**config.mk**
```make
export PLATFORM = sky130hd
export DESIGN_NAME = c2s_cordic_step
export DESIGN_NICKNAME = d
export VERILOG_FILES = /design/src/hw/rtl/c2s_pkg.sv /design/src/hw/rtl/c2s_cordic_step.sv
export SDC_FILE = /design/constraint.sdc
export NUM_CORES = 1
export LEC_CHECK = 0
export CORE_ASPECT_RATIO = 1.2
export CORE_MARGIN = 4
export CORE_UTILIZATION = 50
export DETAILED_ROUTE_END_ITERATION = 6
export DONT_BUFFER_PORTS = 1
export SLEW_MARGIN = 15
export SYNTH_ARGS = -nofsm -noshare
export SYNTH_HDL_FRONTEND = slang
export SYNTH_SLANG_ARGS = --single-unit
```
**constraint.sdc**
```tcl
create_clock -name vclk -period 10.8
set_input_delay 2.16 -clock vclk [all_inputs]
set_output_delay 2.16 -clock vclk [all_outputs]
set_load 0.02 [all_outputs]
```
**src/hw/rtl/c2s_pkg.sv**
```systemverilog
// Shared constants, arctangent table and gain function for the spherical converter.
`default_nettype none
package c2s_pkg;

   localparam int GUARD_BITS       = 24;
   localparam int TABLE_LEN        = 24;
   localparam int DEF_CORDIC_STEPS = 16;
   localparam int DEF_COORD_WIDTH  = 16;
   localparam int ANGLE_WIDTH      = 34;
   localparam int RADIUS_WIDTH     = 16;
   localparam int AZIMUTH_WIDTH    = 16;
   localparam int POLAR_WIDTH      = 15;

   localparam logic signed [ANGLE_WIDTH-1:0] PI_Q30 = 34'sd3373259426;
   localparam logic [29:0] DEG_PER_RAD_Q24 = 30'd961263669;

   localparam logic [29:0] ATAN_Q30 [TABLE_LEN] = '{
      30'd843314857, 30'd497837829, 30'd263043837, 30'd133525159, 30'd67021687,
      30'd33543516, 30'd16775851, 30'd8388437, 30'd4194283, 30'd2097149,
      30'd1048576, 30'd524288, 30'd262144, 30'd131072, 30'd65536, 30'd32768,
      30'd16384, 30'd8192, 30'd4096, 30'd2048, 30'd1024, 30'd512, 30'd256, 30'd128
   };

   function automatic logic [63:0] isqrt64(input logic [63:0] n_in);
      logic [63:0] n;
      logic [63:0] r;
      logic [63:0] b;
      n = n_in;
      r = '0;
      b = 64'h4000_0000_0000_0000;
      for (int i = 0; i < 32; i++) begin
         if (n >= r + b) begin
            n = n - (r + b);
            r = (r >> 1) + b;
         end else begin
            r = r >> 1;
         end
         b = b >> 2;
      end
      return r;
   endfunction

   function automatic logic [30:0] cordic_gain_q30(input int steps);
      logic [63:0] k;
      logic [63:0] f;
      k = 64'd1 << 30;
      for (int i = 0; i < TABLE_LEN; i++) begin
         if (i < steps) begin
            f = isqrt64((64'd1 << 60) + (64'd1 << (60 - 2 * i)));
            k = (k * f + (64'd1 << 29)) >> 30;
         end
      end
      return k[30:0];
   endfunction

endpackage
`default_nettype wire

```
**src/hw/rtl/c2s_cordic_step.sv**
```systemverilog
// One vectoring CORDIC micro-rotation with a fixed shift.
`default_nettype none
module c2s_cordic_step #(
   parameter int DW    = 44,
   parameter int AW    = 34,
   parameter int SHIFT = 0
) (
   input  logic signed [DW-1:0] x_i,
   input  logic signed [DW-1:0] y_i,
   input  logic signed [AW-1:0] acc_i,
   output logic signed [DW-1:0] x_o,
   output logic signed [DW-1:0] y_o,
   output logic signed [AW-1:0] acc_o
);

   localparam logic signed [AW-1:0] ANG = AW'(c2s_pkg::ATAN_Q30[SHIFT]);

   logic signed [DW-1:0] dx;
   logic signed [DW-1:0] dy;

   assign dx = y_i >>> SHIFT;
   assign dy = x_i >>> SHIFT;

   always_comb begin
      if (!y_i[DW-1]) begin
         x_o   = x_i + dx;
         y_o   = y_i - dy;
         acc_o = acc_i + ANG;
      end else begin
         x_o   = x_i - dx;
         y_o   = y_i + dy;
         acc_o = acc_i - ANG;
      end
   end

endmodule
`default_nettype wire

```
**Yosys cells after proc, flatten, opt, wreduce, memory -nomap -nowiden**

Index checks and enable logic that the tools add are counted.

- Output and inout bits: 122
- Bits of input ports: 122
- Register bits: 0

- Add/sub/neg operators: 5
- Muxes and demuxes: 3

Operator list:

| cell | number |
|---|---|
| $mux 44 | 2 |
| $sub 44x44->44 | 2 |
| $add 44x44->44 | 1 |
| $add 34x31->34 const B | 1 |
| $mux 34 | 1 |
| $sub 34x31->34 const B | 1 |

**Depth between registers and ports, before layout**

- Depth in word-level cells: 2
- Mapped depth: 14

**Worst setup path before layout**

Ideal clock, no wire load.

- Path kind: input -> output
- Start: input port y_i[43]
- End: output port acc_o[33]
- Cell stages on the path: 14
- Slack: 3.035 ns
- Arrival time: 5.605 ns
- Path through: clkbuf_1 -> clkinv_1 -> clkbuf_1 -> ha_1 -> a21oi_1 -> nor2b_1 -> a311oi_2 -> o21ai_1 -> o2111ai_1 -> nand3b_1 -> a31o_2 -> a31oi_1 -> o211ai_1 -> xnor2_1

- Longest elaborated chain between the ends: 1

RTL lines:

| element | line | source |
|---|---|---|
| start, declared | c2s_cordic_step.sv:9 | `input logic signed [DW-1:0] y_i,` |
| $mux 34 | c2s_cordic_step.sv:25 | `if (!y_i[DW-1]) begin` |
| end, declared | c2s_cordic_step.sv:13 | `output logic signed [AW-1:0] acc_o` |

No other way between the ends.

**Worst setup path in the final report**

- Start: input port x_i[0]
- End: output port x_o[40]

- Longest elaborated chain between the ends: 2
- Elaborated cells between the ends (all ways): 3
- Those cells by class: add/sub: 2; mux: 1

RTL lines:

| element | line | source |
|---|---|---|
| start, declared | c2s_cordic_step.sv:8 | `input logic signed [DW-1:0] x_i,` |
| $add 44x44->44 / $sub 44x44->44 (equally long branches) | c2s_cordic_step.sv:26, c2s_cordic_step.sv:30 |  |
| $mux 44 (*) | c2s_cordic_step.sv:25 |  |
| end, declared | c2s_cordic_step.sv:11 | `output logic signed [DW-1:0] x_o,` |

Every way passes the cells marked *; elsewhere a longest branch is shown, timed or not.

==> impl_metrics.toml <==
[grt]
grt_max_degree = 137
antenna_found_initial = 0
grt_pass1_vias = 9482
grt_use_total = 0.287
met1_usage = 0.353
gr-total-overflow = 0
grtUsageMet3 = 0.0489
use_met2 = 0.516
grt_busiest_layer = "met2"
grt_pass1_wl_um = 49700

[sta]
fin_crit_ps = 7770
fin_crit_sh = 0.720
finalMaxSlewViolations = 0
setup_tns_ps = 0
final-setup-viol-count = 0
rsz0062_at_grt = "false"
tightestPinTransition_ps = 801
finalHoldViolCount = 0
max_freq_mhz = 129
slew_headroom = 0.461

[synth]
syn_area_per_cell_um2 = 6.52
synth-compound-area-share = 0.381
synth_cells = 1404
synthTopCellsByArea = "ha_1 22%, a21oi_1 11%, xnor2_1 8.8%, o21ai_0 5.7%, inv_1 5.2%"
synthXorXnorAreaFrac = 0.108
yosysWarningCount = 0
syn-cell-area_um2 = 9150
synthSimpleGateAreaFrac = 0.180
synth_top_cell_by_area = "ha_1"
seq_area_frac_synth = 0
yosysUniqueCellTypes = 77
synth_adder_area_share = 0.229
synth_top_family_by_area = "compound AO/OA/AOI/OAI gates"
synth_mux_area_frac = 0.0154
synthesis.nets = 1691
synth_top_area_frac = 0.220

[finish]
stdcell_area_um2 = 9170
numSequentialCells = 0
multi_input_area_um2 = 8370
seq_area_um2 = 0
nFillCells = 1961
clkbuf_count = 0
nets = 1630
n_antenna_cell = 0
area_growth_pct = 0.178
drive_gt1_frac = 0.0231

[route]
drtIter0Drc = 767
ant_nets = 0
avgRoutedWirePerCell_um = 20.6
routed_wirelength_um = 32100
via_per_inst = 6.44
drtPass1Iterations = 7
routed-via-count = 10046
drc = 22

[pwr]
leakage_uw = 0.00412
p_per_area_nw_per_um2 = 79.0
max-vdd-ir-drop_uv = 35.4
power_uw = 724

[clocking]
cts_hold_buf = 0
ctsResizeCount = 0
postCtsSetupBuffers = 0

[hold_path]
min_from = "acc_i[0]"
hold_path.class = "in -> out"

[critical_path]
worstPathArrival_ps = 5610
startpoint = "x_i[0]"
cp_slowest_cell = "o41ai_1"
path_cells = "ha_1, inv_1, fa_1, o21bai_1, a21oi_1, o311ai_2, nand2_1, o21ai_2, a311o_1, a311oi_1, o41ai_1, a21oi_1, xnor2_1"
cpMostUsedCell = "a21oi_1"
crit_fanout = 5
crit_type = "in -> out"
worstSetupStartpointType = "input port"
endpoint_kind = "output pin"
slowest_delay_ps = 550
crit_required_ps = 8640
cp_top_family = "compound AO/OA/AOI/OAI gates"
worst-path-buf-inv = 1

[placement]
dpl_cell_area_um2 = 9170
gp_congestion = 0.961
portBuffers = 0
dp_hpwl_um = 26500

[flow_run]
drv_cap = 0

[floorplanning]
die_area_um2 = 20500
core_um2 = 17800
initial_core_util = 0.515
die_h_um = 156
die_x_um = 132
pin_count = 244
row_count = 53

[status]
violations = "DRC"
status = "finished, violations left"
-- path summary, 6_finish.rpt --
kind,end,slack [ps],depth (start not counted)
max,x_o[40],3030,13
min,acc_o[0],4400,1
-- stage by stage --
step	std cells	hold WS [ps]	setup slack [ps]	utilization
6_report	1561	4400	3030	0.516
3_3_place_gp	1561	4400	3150	0.516
5_1_grt	1561	4400	2800	0.516
3_5_place_dp	1561	4400	3120	0.516
2_1_floorplan	1404	4400	3040	-
4_1_cts	1561	4400	3100	0.516
-- Yosys cell counts, types with 6 or more instances --
| master | count |
|---|---|
| a21oi_1 | 208 |
| ha_1 | 161 |
| inv_1 | 127 |
| nor2_1 | 117 |
| o21ai_0 | 105 |
| xnor2_1 | 92 |
| nand2_1 | 91 |
| o21bai_1 | 37 |
| a21o_1 | 33 |
| clkbuf_1 | 33 |
| nor2b_1 | 26 |
| nor3_1 | 26 |
| o21ai_1 | 21 |
| xor2_1 | 21 |
| buf_2 | 18 |
| nand4_1 | 18 |
| o31ai_1 | 18 |
| nand3_1 | 17 |
| o21a_1 | 14 |
| a211oi_1 | 13 |
| a31oi_1 | 13 |
| mux2i_1 | 13 |
| buf_1 | 12 |
| nand2b_1 | 11 |
| inv_2 | 10 |
| nor4_1 | 9 |
| or3_1 | 9 |
| and2_1 | 8 |
| o211ai_1 | 8 |
| and3_1 | 7 |
| a221oi_1 | 6 |
| nand3b_1 | 6 |
| o31a_1 | 6 |
-- cell usage in the layout, fill, tap and decap left out, types with 6 or more instances in the layout --
cell,netlist,layout
a211oi_1,13,13
a21o_1,33,33
a21oi_1,208,208
a221oi_1,6,6
a31oi_1,13,13
and2_1,8,8
and3_1,7,7
ha_1,161,161
inv_1,127,127
inv_2,10,11
mux2i_1,13,13
nand2_1,91,91
nand2b_1,11,11
nand3_1,17,17
nand3b_1,6,6
nand4_1,18,18
nor2_1,117,117
nor2b_1,26,26
nor3_1,26,26
nor4_1,9,9
o211ai_1,8,8
o21a_1,14,14
o21ai_0,105,105
o21ai_1,21,21
o21bai_1,37,37
o31a_1,6,6
o31ai_1,18,18
or3_1,9,9
xnor2_1,92,92
xor2_1,21,21
-- layout make-up --
cell class,instances,share of cell area
multi-input combinational,1201,0.912
tap,220,0.0300
inverter,139,0.0569
timing repair buffer,1,0.000819
-- routing by layer --
layer  wire length [µm]  up-vias
met5                  0        -
met2              15400      449
li1                   -     4889
met4               1230        0
met3               2510       71
met1              13000     4637
-- cells by family (layout without fill, tap and decap cells) --
family,after synthesis,count (layout)
and+or+nand+nor,353,353
muxes,14,14
buffers and inverters,203,140
AOI/OAI and AO/OA,556,556
xor gates and xnor gates,113,113
adders and majority gates,165,165
-- power by group --
part / internal (µW) / switching [µW] / leakage, µW
registers: 0 / 0 / 0
clock network: 0 / 0 / 0
logic: 217 / 508 / 0.00412
total: 217 / 508 / 0.00412
Power figures use the tool's default switching activity.
